### src/hdl/ab_blit_pkg.sv
// ============================================================================
// ab_blit_pkg
// Shared types, constants and arithmetic for the alpha-blend bitmap blit.
// ============================================================================
package ab_blit_pkg;

    // width of the source row and column counters
    localparam int COORD_BITS = 16;

    // header register widths
    localparam int DIM_BITS   = 16;
    localparam int SIZE_BITS  = DIM_BITS + 1;
    localparam int COLOR_BITS = 24;
    localparam int PIXEL_BITS = 32;
    localparam int ADDR_BITS  = 32;
    localparam int DATA_BITS  = 32;
    localparam int INDEX_BITS = 3;

    localparam logic [SIZE_BITS-1:0] COORD_LIMIT = SIZE_BITS'(1) << COORD_BITS;

    localparam logic [31:0] RB_MASK = 32'h00FF_00FF;
    localparam logic [31:0] G_MASK  = 32'h0000_FF00;

    localparam logic [DIM_BITS-1:0] BPP_DRAWN        = 16'd32;
    localparam logic [31:0]         COMP_NONE        = 32'd0;
    localparam logic [31:0]         COMP_BITFIELDS   = 32'd3;

    typedef enum logic [INDEX_BITS-1:0] {
        REG_DEST_X           = 3'd0,
        REG_DEST_Y           = 3'd1,
        REG_FRAME_WIDTH      = 3'd2,
        REG_IMAGE_WIDTH      = 3'd3,
        REG_IMAGE_HEIGHT     = 3'd4,
        REG_BACKGROUND_COLOR = 3'd5,
        REG_BITS_PER_PIXEL   = 3'd6,
        REG_COMPRESSION_KIND = 3'd7
    } cfg_index_t;

    typedef struct packed {
        logic [DIM_BITS-1:0]   dest_x;
        logic [DIM_BITS-1:0]   dest_y;
        logic [DIM_BITS-1:0]   frame_width;
        logic [DIM_BITS-1:0]   image_width;
        logic [DIM_BITS-1:0]   image_height;
        logic [COLOR_BITS-1:0] background_color;
        logic [DIM_BITS-1:0]   bits_per_pixel;
        logic [31:0]           compression_kind;
    } cfg_t;

    // one pixel after the scan stage, on its way to the blend stage
    typedef struct packed {
        logic                  valid;
        logic [PIXEL_BITS-1:0] pixel;
        logic [ADDR_BITS-1:0]  row;
        logic [SIZE_BITS-1:0]  col;
        logic                  last;
    } scan_beat_t;

    // zero counts as one, sizes beyond the counters are clamped
    function automatic logic [SIZE_BITS-1:0] eff_size(input logic [DIM_BITS-1:0] v);
        logic [SIZE_BITS-1:0] wide;
        wide = SIZE_BITS'(v);
        if (v == '0) begin
            return SIZE_BITS'(1);
        end else if (wide > COORD_LIMIT) begin
            return COORD_LIMIT;
        end
        return wide;
    endfunction

    function automatic logic format_ok(input cfg_t c);
        return (c.bits_per_pixel == BPP_DRAWN) &&
               ((c.compression_kind == COMP_NONE) ||
                (c.compression_kind == COMP_BITFIELDS));
    endfunction

    // two-lane blend, all lane math wraps at 32 bits
    function automatic logic [COLOR_BITS-1:0] blend_px(
        input logic [COLOR_BITS-1:0] bg,
        input logic [PIXEL_BITS-1:0] fg
    );
        logic [31:0] alpha;
        logic [31:0] rb;
        logic [31:0] g;
        logic [31:0] rb_prod;
        logic [31:0] g_prod;
        logic [31:0] mixed;
        alpha   = {24'h0, fg[31:24]};
        rb      = {8'h0, bg} & RB_MASK;
        g       = {8'h0, bg} & G_MASK;
        rb_prod = ((fg & RB_MASK) - rb) * alpha;
        g_prod  = ((fg & G_MASK) - g) * alpha;
        rb      = rb + (rb_prod >> 8);
        g       = g + (g_prod >> 8);
        mixed   = (rb & RB_MASK) | (g & G_MASK);
        return mixed[COLOR_BITS-1:0];
    endfunction

endpackage

### src/hdl/ab_blit_cfg.sv
// ============================================================================
// ab_blit_cfg
// Configuration register file, written one register per enabled cycle.
// ============================================================================
module ab_blit_cfg (
    input  logic                                aclk,
    input  logic                                aresetn,
    input  logic                                cfg_wr_en,
    input  logic [ab_blit_pkg::INDEX_BITS-1:0]  cfg_index,
    input  logic [ab_blit_pkg::DATA_BITS-1:0]   cfg_wdata,
    output ab_blit_pkg::cfg_t                   cfg
);
    import ab_blit_pkg::*;

    cfg_t cfg_reg;
    cfg_t cfg_next;

    always_comb begin
        cfg_next = cfg_reg;
        if (cfg_wr_en) begin
            case (cfg_index_t'(cfg_index))
                REG_DEST_X:           cfg_next.dest_x           = cfg_wdata[DIM_BITS-1:0];
                REG_DEST_Y:           cfg_next.dest_y           = cfg_wdata[DIM_BITS-1:0];
                REG_FRAME_WIDTH:      cfg_next.frame_width      = cfg_wdata[DIM_BITS-1:0];
                REG_IMAGE_WIDTH:      cfg_next.image_width      = cfg_wdata[DIM_BITS-1:0];
                REG_IMAGE_HEIGHT:     cfg_next.image_height     = cfg_wdata[DIM_BITS-1:0];
                REG_BACKGROUND_COLOR: cfg_next.background_color = cfg_wdata[COLOR_BITS-1:0];
                REG_BITS_PER_PIXEL:   cfg_next.bits_per_pixel   = cfg_wdata[DIM_BITS-1:0];
                REG_COMPRESSION_KIND: cfg_next.compression_kind = cfg_wdata[31:0];
                default:              cfg_next = cfg_reg;
            endcase
        end
    end

    always_ff @(posedge aclk) begin
        if (!aresetn) begin
            cfg_reg.dest_x           <= '0;
            cfg_reg.dest_y           <= '0;
            cfg_reg.frame_width      <= DIM_BITS'(1);
            cfg_reg.image_width      <= DIM_BITS'(1);
            cfg_reg.image_height     <= DIM_BITS'(1);
            cfg_reg.background_color <= '0;
            cfg_reg.bits_per_pixel   <= BPP_DRAWN;
            cfg_reg.compression_kind <= COMP_NONE;
        end else begin
            cfg_reg <= cfg_next;
        end
    end

    assign cfg = cfg_reg;

endmodule

### src/hdl/ab_blit_scan.sv
// ============================================================================
// ab_blit_scan
// Input register with the row and column scan counters.
// ============================================================================
module ab_blit_scan (
    input  logic                                aclk,
    input  logic                                aresetn,
    input  ab_blit_pkg::cfg_t                   cfg,
    input  logic                                s_valid,
    output logic                                s_ready,
    input  logic [ab_blit_pkg::PIXEL_BITS-1:0]  s_source_pixel,
    input  logic                                advance,
    output ab_blit_pkg::scan_beat_t             beat
);
    import ab_blit_pkg::*;

    logic [COORD_BITS-1:0] row_reg;
    logic [COORD_BITS-1:0] row_next;
    logic [COORD_BITS-1:0] col_reg;
    logic [COORD_BITS-1:0] col_next;
    scan_beat_t            beat_reg;
    scan_beat_t            beat_next;

    logic                  take;
    logic [SIZE_BITS-1:0]  width_eff;
    logic [SIZE_BITS-1:0]  height_eff;
    logic [COORD_BITS:0]   row_p1;
    logic [COORD_BITS:0]   col_p1;
    logic                  end_row;
    logic                  last;

    assign s_ready = !beat_reg.valid || advance;
    assign take    = s_valid && s_ready && format_ok(cfg);

    assign width_eff  = eff_size(cfg.image_width);
    assign height_eff = eff_size(cfg.image_height);
    assign row_p1     = {1'b0, row_reg} + (COORD_BITS + 1)'(1);
    assign col_p1     = {1'b0, col_reg} + (COORD_BITS + 1)'(1);
    assign end_row    = SIZE_BITS'(col_p1) >= width_eff;
    assign last       = end_row && (SIZE_BITS'(row_p1) >= height_eff);

    always_comb begin
        row_next = row_reg;
        col_next = col_reg;
        if (take) begin
            if (last) begin
                row_next = '0;
                col_next = '0;
            end else if (end_row) begin
                row_next = row_p1[COORD_BITS-1:0];
                col_next = '0;
            end else begin
                col_next = col_p1[COORD_BITS-1:0];
            end
        end
    end

    always_comb begin
        beat_next = beat_reg;
        if (s_ready) begin
            beat_next.valid = take;
            if (take) begin
                beat_next.pixel = s_source_pixel;
                // bottom-up rows land top-down in the frame
                beat_next.row   = ADDR_BITS'(cfg.dest_y) +
                                  ADDR_BITS'(height_eff - SIZE_BITS'(1)) -
                                  ADDR_BITS'(row_reg);
                beat_next.col   = SIZE_BITS'(cfg.dest_x) + SIZE_BITS'(col_reg);
                beat_next.last  = last;
            end
        end
    end

    always_ff @(posedge aclk) begin
        if (!aresetn) begin
            row_reg        <= '0;
            col_reg        <= '0;
            beat_reg.valid <= 1'b0;
        end else begin
            row_reg        <= row_next;
            col_reg        <= col_next;
            beat_reg.valid <= beat_next.valid;
        end
    end

    always_ff @(posedge aclk) begin
        beat_reg.pixel <= beat_next.pixel;
        beat_reg.row   <= beat_next.row;
        beat_reg.col   <= beat_next.col;
        beat_reg.last  <= beat_next.last;
    end

    assign beat = beat_reg;

endmodule

### src/hdl/ab_blit_blend.sv
// ============================================================================
// ab_blit_blend
// Blend and frame address logic feeding the result register.
// ============================================================================
module ab_blit_blend (
    input  logic                                aclk,
    input  logic                                aresetn,
    input  ab_blit_pkg::cfg_t                   cfg,
    input  ab_blit_pkg::scan_beat_t             beat,
    output logic                                advance,
    output logic                                m_valid,
    input  logic                                m_ready,
    output logic [ab_blit_pkg::ADDR_BITS-1:0]   m_frame_address,
    output logic [ab_blit_pkg::COLOR_BITS-1:0]  m_blended_pixel,
    output logic                                m_last_pixel
);
    import ab_blit_pkg::*;

    logic                  valid_reg;
    logic                  valid_next;
    logic [ADDR_BITS-1:0]  addr_reg;
    logic [ADDR_BITS-1:0]  addr_next;
    logic [COLOR_BITS-1:0] color_reg;
    logic [COLOR_BITS-1:0] color_next;
    logic                  last_reg;
    logic                  last_next;
    logic [ADDR_BITS-1:0]  row_base;

    assign advance  = !valid_reg || m_ready;
    assign row_base = beat.row * ADDR_BITS'(cfg.frame_width);

    always_comb begin
        valid_next = valid_reg;
        addr_next  = addr_reg;
        color_next = color_reg;
        last_next  = last_reg;
        if (advance) begin
            valid_next = beat.valid;
            addr_next  = row_base + ADDR_BITS'(beat.col);
            color_next = blend_px(cfg.background_color, beat.pixel);
            last_next  = beat.last;
        end
    end

    always_ff @(posedge aclk) begin
        if (!aresetn) begin
            valid_reg <= 1'b0;
        end else begin
            valid_reg <= valid_next;
        end
    end

    always_ff @(posedge aclk) begin
        addr_reg  <= addr_next;
        color_reg <= color_next;
        last_reg  <= last_next;
    end

    assign m_valid         = valid_reg;
    assign m_frame_address = addr_reg;
    assign m_blended_pixel = color_reg;
    assign m_last_pixel    = last_reg;

endmodule

### src/hdl/alpha_blend_bitmap_blit_core.sv
// ============================================================================
// alpha_blend_bitmap_blit_core
// Blends a stream of ARGB source pixels over a background color and tags
// each with its frame-buffer word address.
// ============================================================================
// usage notes
// - source beats arrive on s_valid/s_ready/s_source_pixel in stored order:
//   bottom-up rows, left to right within a row
// - each drawn pixel leaves on m_valid/m_ready with its frame word address,
//   the blended 24-bit RGB color and a flag on the image's final pixel
// - registers are written through cfg_wr_en/cfg_index/cfg_wdata, one per
//   cycle, while the stream is idle
// - when the header format is not 32 bpp with compression 0 or 3, source
//   beats are taken and dropped, and the scan counters hold
// - an accepted beat passes through the input register and then the result
//   register before it shows on m_valid
// - throughput: one beat per cycle unless m_ready stalls, set by the single
//   pass from the scan register through the blend and address multipliers
// - a stall on m_ready holds the result register; the scan register keeps
//   one more beat, so s_ready drops only when both are full
// - reset clears the counters, the valid flags and the registers to their
//   defaults (sizes of one, 32 bpp, no compression)
// ============================================================================
module alpha_blend_bitmap_blit_core (
    input  logic                                aclk,
    input  logic                                aresetn,
    // configuration write port
    input  logic                                cfg_wr_en,
    input  logic [ab_blit_pkg::INDEX_BITS-1:0]  cfg_index,
    input  logic [ab_blit_pkg::DATA_BITS-1:0]   cfg_wdata,
    // source pixels
    input  logic                                s_valid,
    output logic                                s_ready,
    input  logic [ab_blit_pkg::PIXEL_BITS-1:0]  s_source_pixel,
    // blended results
    output logic                                m_valid,
    input  logic                                m_ready,
    output logic [ab_blit_pkg::ADDR_BITS-1:0]   m_frame_address,
    output logic [ab_blit_pkg::COLOR_BITS-1:0]  m_blended_pixel,
    output logic                                m_last_pixel
);
    import ab_blit_pkg::*;

    cfg_t       cfg;
    scan_beat_t beat;
    logic       advance;

    // register file, to be kept static by the user while a stream is in flight; the block does not enforce it
    ab_blit_cfg u_cfg (
        .aclk      (aclk),
        .aresetn   (aresetn),
        .cfg_wr_en (cfg_wr_en),
        .cfg_index (cfg_index),
        .cfg_wdata (cfg_wdata),
        .cfg       (cfg)
    );

    // scan counters and input register: row/column offsets are formed here
    ab_blit_scan u_scan (
        .aclk           (aclk),
        .aresetn        (aresetn),
        .cfg            (cfg),
        .s_valid        (s_valid),
        .s_ready        (s_ready),
        .s_source_pixel (s_source_pixel),
        .advance        (advance),
        .beat           (beat)
    );

    // blend lanes and address multiply into the result register
    ab_blit_blend u_blend (
        .aclk            (aclk),
        .aresetn         (aresetn),
        .cfg             (cfg),
        .beat            (beat),
        .advance         (advance),
        .m_valid         (m_valid),
        .m_ready         (m_ready),
        .m_frame_address (m_frame_address),
        .m_blended_pixel (m_blended_pixel),
        .m_last_pixel    (m_last_pixel)
    );

endmodule
### config.mk
export PLATFORM = sky130hd
export DESIGN_NAME = alpha_blend_bitmap_blit_core
export DESIGN_NICKNAME = d
export VERILOG_FILES = /design/src/hdl/ab_blit_pkg.sv /design/src/hdl/ab_blit_cfg.sv /design/src/hdl/ab_blit_scan.sv /design/src/hdl/ab_blit_blend.sv /design/src/hdl/alpha_blend_bitmap_blit_core.sv
export SDC_FILE = /design/constraint.sdc
export NUM_CORES = 2
export LEC_CHECK = 0
export ABC_AREA = 1
export BUFFER_PORTS_ARGS = -buffer_cell sky130_fd_sc_hd__buf_4
export CAP_MARGIN = 10
export CORE_MARGIN = 2
export CORE_UTILIZATION = 56
export DETAILED_ROUTE_END_ITERATION = 10
export PLACE_DENSITY = 0.71
export SLEW_MARGIN = 10
export SYNTH_ARGS = -nofsm -noshare
export SYNTH_HDL_FRONTEND = slang
export SYNTH_SLANG_ARGS = --single-unit
export TNS_END_PERCENT = 50
### constraint.sdc
create_clock -name aclk -period 11.3 [get_ports aclk]
set_input_delay 1.695 -clock aclk [delete_from_list [all_inputs] [get_ports aclk]]
set_output_delay 1.695 -clock aclk [all_outputs]
set_load 0.005 [all_outputs]
Word-level counts from Yosys, hierarchy flattened

Index checks and enable logic that the tools add are counted.

Output and inout port bits: 59
Flip-flop bits (word level): 325
Bits in latches: 0
Memories: 0
Memory bits (writable): 0
Bits in read-only memories: 0

Magnitude comparators: 4
Multiplexer cells: 14
Add/sub/neg operators: 11
Bitwise operators: 1
Shift operators: 0
Reductions and logical operators: 24
Equal/unequal tests: 9
Multipliers: 3
Divide/modulo/power cells: 0

Operators with widths:

| operator                                                        | count |
|---|---|
| two-way mux 17 bit                                              | 6 |
| two-way mux 16 bit                                              | 4 |
| adder 16 x 1 -> 17 bit, second input constant                   | 2 |
| greater-or-equal comparator 17 bit                              | 2 |
| greater-than comparator 16 x 17 -> 1 bit, second input constant | 2 |
| adder 16 x 32 -> 32 bit                                         | 1 |
| adder 32 x 17 -> 32 bit                                         | 1 |
| == test 32 x 2 -> 1 bit, second input constant                  | 1 |
| logical NOT 16 bit                                              | 2 |
| logical NOT 32 bit                                              | 1 |
| multiplier 32 x 16 -> 32 bit                                    | 1 |
| multiplier 32 x 8 -> 24 bit                                     | 1 |
| multiplier 32 x 8 -> 32 bit                                     | 1 |
| subtractor 32 x 16 -> 32 bit                                    | 1 |
| subtractor 24 x 24 -> 25 bit                                    | 1 |
| adder 24 bit                                                    | 1 |
| OR 24 x 16 -> 24 bit                                            | 1 |
| AND reduction 2 bit                                             | 10 |
| subtractor 17 x 1 -> 18 bit, second input constant              | 1 |
| adder 16 x 16 -> 17 bit                                         | 1 |
| subtractor 16 x 16 -> 17 bit                                    | 1 |
| adder 16 bit                                                    | 1 |
| == test 16 x 6 -> 1 bit, second input constant                  | 1 |
| == test 3 bit, second input constant                            | 4 |
| other kinds (8)                                                 | 18 |

Depth between registers and ports, before layout

Depth after elaboration: 8
Gate-level depth with buffers: 41
Gate-level depth less buffers: 41

By module

A second synthesis with hierarchy kept.

Cell total of the unflattened synthesis: 4945
Area, all modules: 38695.9 µm²

By module, submodules not included:

| module        | instances | cells an instance | area an instance (µm²) | sequential area each (µm²) |
|---|---|---|---|---|
| ab_blit_blend | 1         | 3187              | 25130.4                | 1731.7 |
| ab_blit_scan  | 1         | 892               | 7482.2                 | 2762.6 |
| ab_blit_cfg   | 1         | 866               | 6083.3                 | 3042.9 |

Worst setup path after synthesis

Ideal clock, no wire load.

Path type: register -> register
Start: register u_cfg.cfg_reg, in the netlist u_cfg.cfg[49]
End: register u_blend.color_reg[22] (netlist: u_blend.m_blended_pixel[22]), data pin
Data arrival time: 6.940 ns
Library setup time: 0.252 ns
Data required time: 11.048 ns
Period minus slack after synthesis: 7.192 ns
Cell stages (with the launch flop): 40
Setup slack: 4.108 ns
Cells stage by stage: dfxtp_1 inv_1 ha_1 nand3b_1 nand2_1 a21oi_1 o21ai_0 a21oi_1 o21ai_0 inv_1 fa_1 inv_1 nand2_1 fa_1 inv_1 fa_1 fa_1 inv_1 (+4 left out) inv_1 a21oi_1 nand2_1 nand2_1 nand3_1 a21oi_1 xnor2_1 ha_1 a21oi_1 nor2_1 nor2_1 inv_1 a21oi_1 o21bai_1 a21oi_1 nand2_1 nand2_1 nand2_1

Word-level cells in the longest chain between the ends: 4

RTL lines:

| element                      | RTL line            | RTL |
|---|---|---|
| start, declared              | ab_blit_cfg.sv:15   | `cfg_t cfg_reg;` |
| start signal, assigned       | ab_blit_cfg.sv:46   | `cfg_reg <= cfg_next;` |
| subtractor 24 x 24 -> 25 bit | ab_blit_pkg.sv:91   | `rb_prod = ((fg & RB_MASK) - rb) * alpha;` |
| multiplier 32 x 8 -> 32 bit  | ab_blit_pkg.sv:91   |  |
| adder 24 bit *               | ab_blit_pkg.sv:93   | `rb = rb + (rb_prod >> 8);` |
| OR 24 x 16 -> 24 bit *       | ab_blit_pkg.sv:95   | `mixed = (rb & RB_MASK) \| (g & G_MASK);` |
| end signal, assigned         | ab_blit_blend.sv:55 | `color_reg <= color_next;` |
| end, declared                | ab_blit_blend.sv:23 | `logic [COLOR_BITS-1:0] color_reg;` |

Mark *: on every way between the ends. The rest lies on a longest branch, timed or not.
A chain may end at the register's enable or synchronous reset.

Final worst setup path

Same ends and word-level chain as after synthesis.

==> out/qor.yml <==
status: "completed"
synth_warnings: 0
slew_violations: 0
core_area_um2: 65980
port_buffers: 130
wirelength_mm: 96.11
power.leakage_nw: 19.70
synth_top_cells_by_area: "fa_1 29%, edfxtp_1 11%, inv_1 10%, dfxtp_1 10%, nand2_1 8.7%"
hold_path.class: "flop to flop"
ioPinCount: 131
cts-root-buf: "clkbuf_16"
synth_top_family_by_area: "adder cells"
synthAdderAreaFrac_pct: 37.99
grt_max_degree: 86
clockBufferDepth: 3
synth_top_area_share_pct: 29.43
synthToLayoutAreaGrowth_pct: 7.695
setup_viol: 0
synthXorXnorAreaFrac_pct: 4.167
largest_reg_flops: 152
synth-main-ff-cell: "dfxtp_1"
synth-seq-cells: 325
drc: 0
final_antenna_net_count: 0
clk_pin_slew_ps: 60
async_reset_ff_share_pct: 0
clock_latency_ps: 600
synth_nets: 5483
drtIter0Drc: 2170
tightestPinTransition_ps: 1111
die_y_um: 262.5
drtPass1Iterations: 7
worstPathRequired_ps: 11640
drive_gt1_share_pct: 5.229
cts_inserted_buffers: 39
critPathMaxStageDelay_ps: 740
cts_hold_buf: 0
slew_headroom_pct: 25.64
synth_area_um2: 37410
dp.cells: 5458
grt_pass1_vias: 29880
fin_crit_sh_pct: 74.06
cts_tree: "done"
ys_types: 53
hold_violations: 0
fin_nets: 5513
grt-ovfl-total: 0
dpl_cell_area_um2: 39020
path_class: "flop to flop"
die_area_um2: 68900
tns_ps: 0
initial_core_util_pct: 56.71
postCtsResizedCells: 0
rsz0062_at_grt: "no"
viasPerCell: 5.350
fmax_mhz: 119.5
synth-seq-area-share_pct: 21.11
pre_cts_ws_ps: 3075
yosysTopAreaCell: "fa_1"
hpwlAfterDp_mm: 74.67
antenna_found_initial: 1
setup_ws_ps: 2931
die_x_um: 262.5
synthMuxAreaShare_pct: 0
crit_slowest_cell: "fa_1"
gp_congestion: 0.9391
synthCells: 4605
wire_per_inst_um: 17.38
p_per_area_nw_per_um2: 186.6
critPathMaxFanout: 7
instances_no_fill: 5530
antennaDiodeCount: 0
cp.arrival_ps: 8710
synth_compound_area_share_pct: 8.046
max_cap_violations: 0
fin_crit_ps: 8369
synthSimpleGateAreaFrac_pct: 16.56
grt_util_all_layers_pct: 28.43
h-tree-depth: 2
num_rows: 94
clkSinkCount: 325
synth_edf_count: 139
crit_path_start_kind: "flop"
fin_worst_hold_slack_ps: 451.8
fin_skew_ps: 41.40
design_area_um2: 40290
num_vias: 29590
vdd_drop_max_mv: 0.2867
power_mw: 7.519
syn_avg_cell_area_um2: 8.125
grt_pass1_wl_mm: 156.2
post-route-util_pct: 61.07
crit_path_end_kind: "flop"
post_cts.repair.setup_buffers: 0
==> area by class of cell <==
class                           count  area (um2)
Multi-Input combinational cell   3076       24990
Tap cell                          864        1081
Inverter                         1041        3910
Clock inverter                     18       200.2
Sequential cell                   325        7898
Clock buffer                       54        1072
Fill cell                        5863       25690
Timing Repair Buffer              152        1141
==> cell families after synthesis <==
family                   count (synthesis)
AO/OA/AOI/OAI                          558
flip-flops                             325
XOR/XNOR                               178
adder cells (fa/ha/maj)                806
buffers and inverters                 1204
AND/OR/NAND/NOR                       1533
other                                    1
==> worst max-delay path: cells and delay by family, from the launching register on <==
family                   cells  cell delay, ps
XOR/XNOR                     1             160
adder cells (fa/ha/maj)      8            3620
AND/OR/NAND/NOR             11            1100
AO/OA/AOI/OAI               11            2100
flip-flops                   1             440
buffers and inverters        8             660
==> Yosys cell counts (2+ instances only) <==
cell      number
a31oi_1       11
ha_1         256
xnor2_1       77
inv_1       1024
o31ai_1        3
o21bai_1      10
nand2_2        5
nand2_1      868
and3_1         2
o221ai_1       2
nand4_1       44
a21o_1        14
clkbuf_1     153
buf_2          2
a21oi_1      266
nand3b_1       6
nor2_1       424
inv_2         10
buf_4          3
nor3_1        20
o211ai_1       5
nand3_1      132
and2_1         2
o21a_1        10
nor4_1        14
o21ai_1       17
a211oi_1       5
dfxtp_1      186
o22ai_1        3
buf_1          5
a31o_2         2
clkinv_1       7
a21boi_1       4
a221oi_1       2
edfxtp_1     139
xor2_1       101
a21boi_0       3
or2_2          8
a21oi_2        2
or2_1          2
o21ai_0      195
fa_1         550
==> final timing paths <==
| check | start | endpoint | slack, ps | cells past startpoint |
|---|---|---|---|---|
| max | u_cfg.cfg[49]$_SDFFE_PN0P_ | u_blend.m_blended_pixel[22]$_DFFE_PP_ | 2930 | 39 |
| min | u_scan.beat[82]$_SDFFE_PN0N_ | u_blend.m_valid$_SDFFE_PN0P_ | 450 | 2 |
| max reg2reg | u_cfg.cfg[49]$_SDFFE_PN0P_ | u_blend.m_blended_pixel[22]$_DFFE_PP_ | 2930 | 39 |
| min reg2reg | u_scan.beat[82]$_SDFFE_PN0N_ | u_blend.m_valid$_SDFFE_PN0P_ | 450 | 2 |
==> layout by cell type, fill, tap and decap left out, types with 9 or more instances in the layout <==
cell type | netlist | routed
nand4_1 | 44 | 44
inv_1 | 1024 | 1024
fa_1 | 550 | 550
clkinv_1 | 7 | 10
dfxtp_1 | 186 | 186
ha_1 | 256 | 256
a31oi_1 | 11 | 11
o21bai_1 | 10 | 10
inv_2 | 10 | 9
o21a_1 | 10 | 10
nand2_1 | 868 | 867
nor3_1 | 20 | 20
clkbuf_1 | 153 | 11
o21ai_1 | 17 | 17
nand3_1 | 132 | 132
clkbuf_16 | 0 | 39
buf_4 | 3 | 152
o21ai_0 | 195 | 195
xnor2_1 | 77 | 77
edfxtp_1 | 139 | 139
nor4_1 | 14 | 14
nor2_1 | 424 | 424
a21o_1 | 14 | 14
xor2_1 | 101 | 101
a21oi_1 | 266 | 266
==> power breakdown <==
group / total (mW) / internal [mW] / switching (mW) / leakage, nW
combinational: 4.64 / 1.77 / 2.87 / 16.2
sequential: 1.60 / 1.51 / 0.0878 / 2.87
clock: 1.28 / 0.721 / 0.559 / 0.618
==> metal layers <==
layer  track usage [%]  wire, um  vias up
li1                  -         -    14060
met1             39.29     41570    14310
met2             46.70     44630     1040
met3             4.067      6949      171
met4             8.590      2946        2
met5                 0        16        -
No activity file was read; power rests on OpenSTA's default activity.
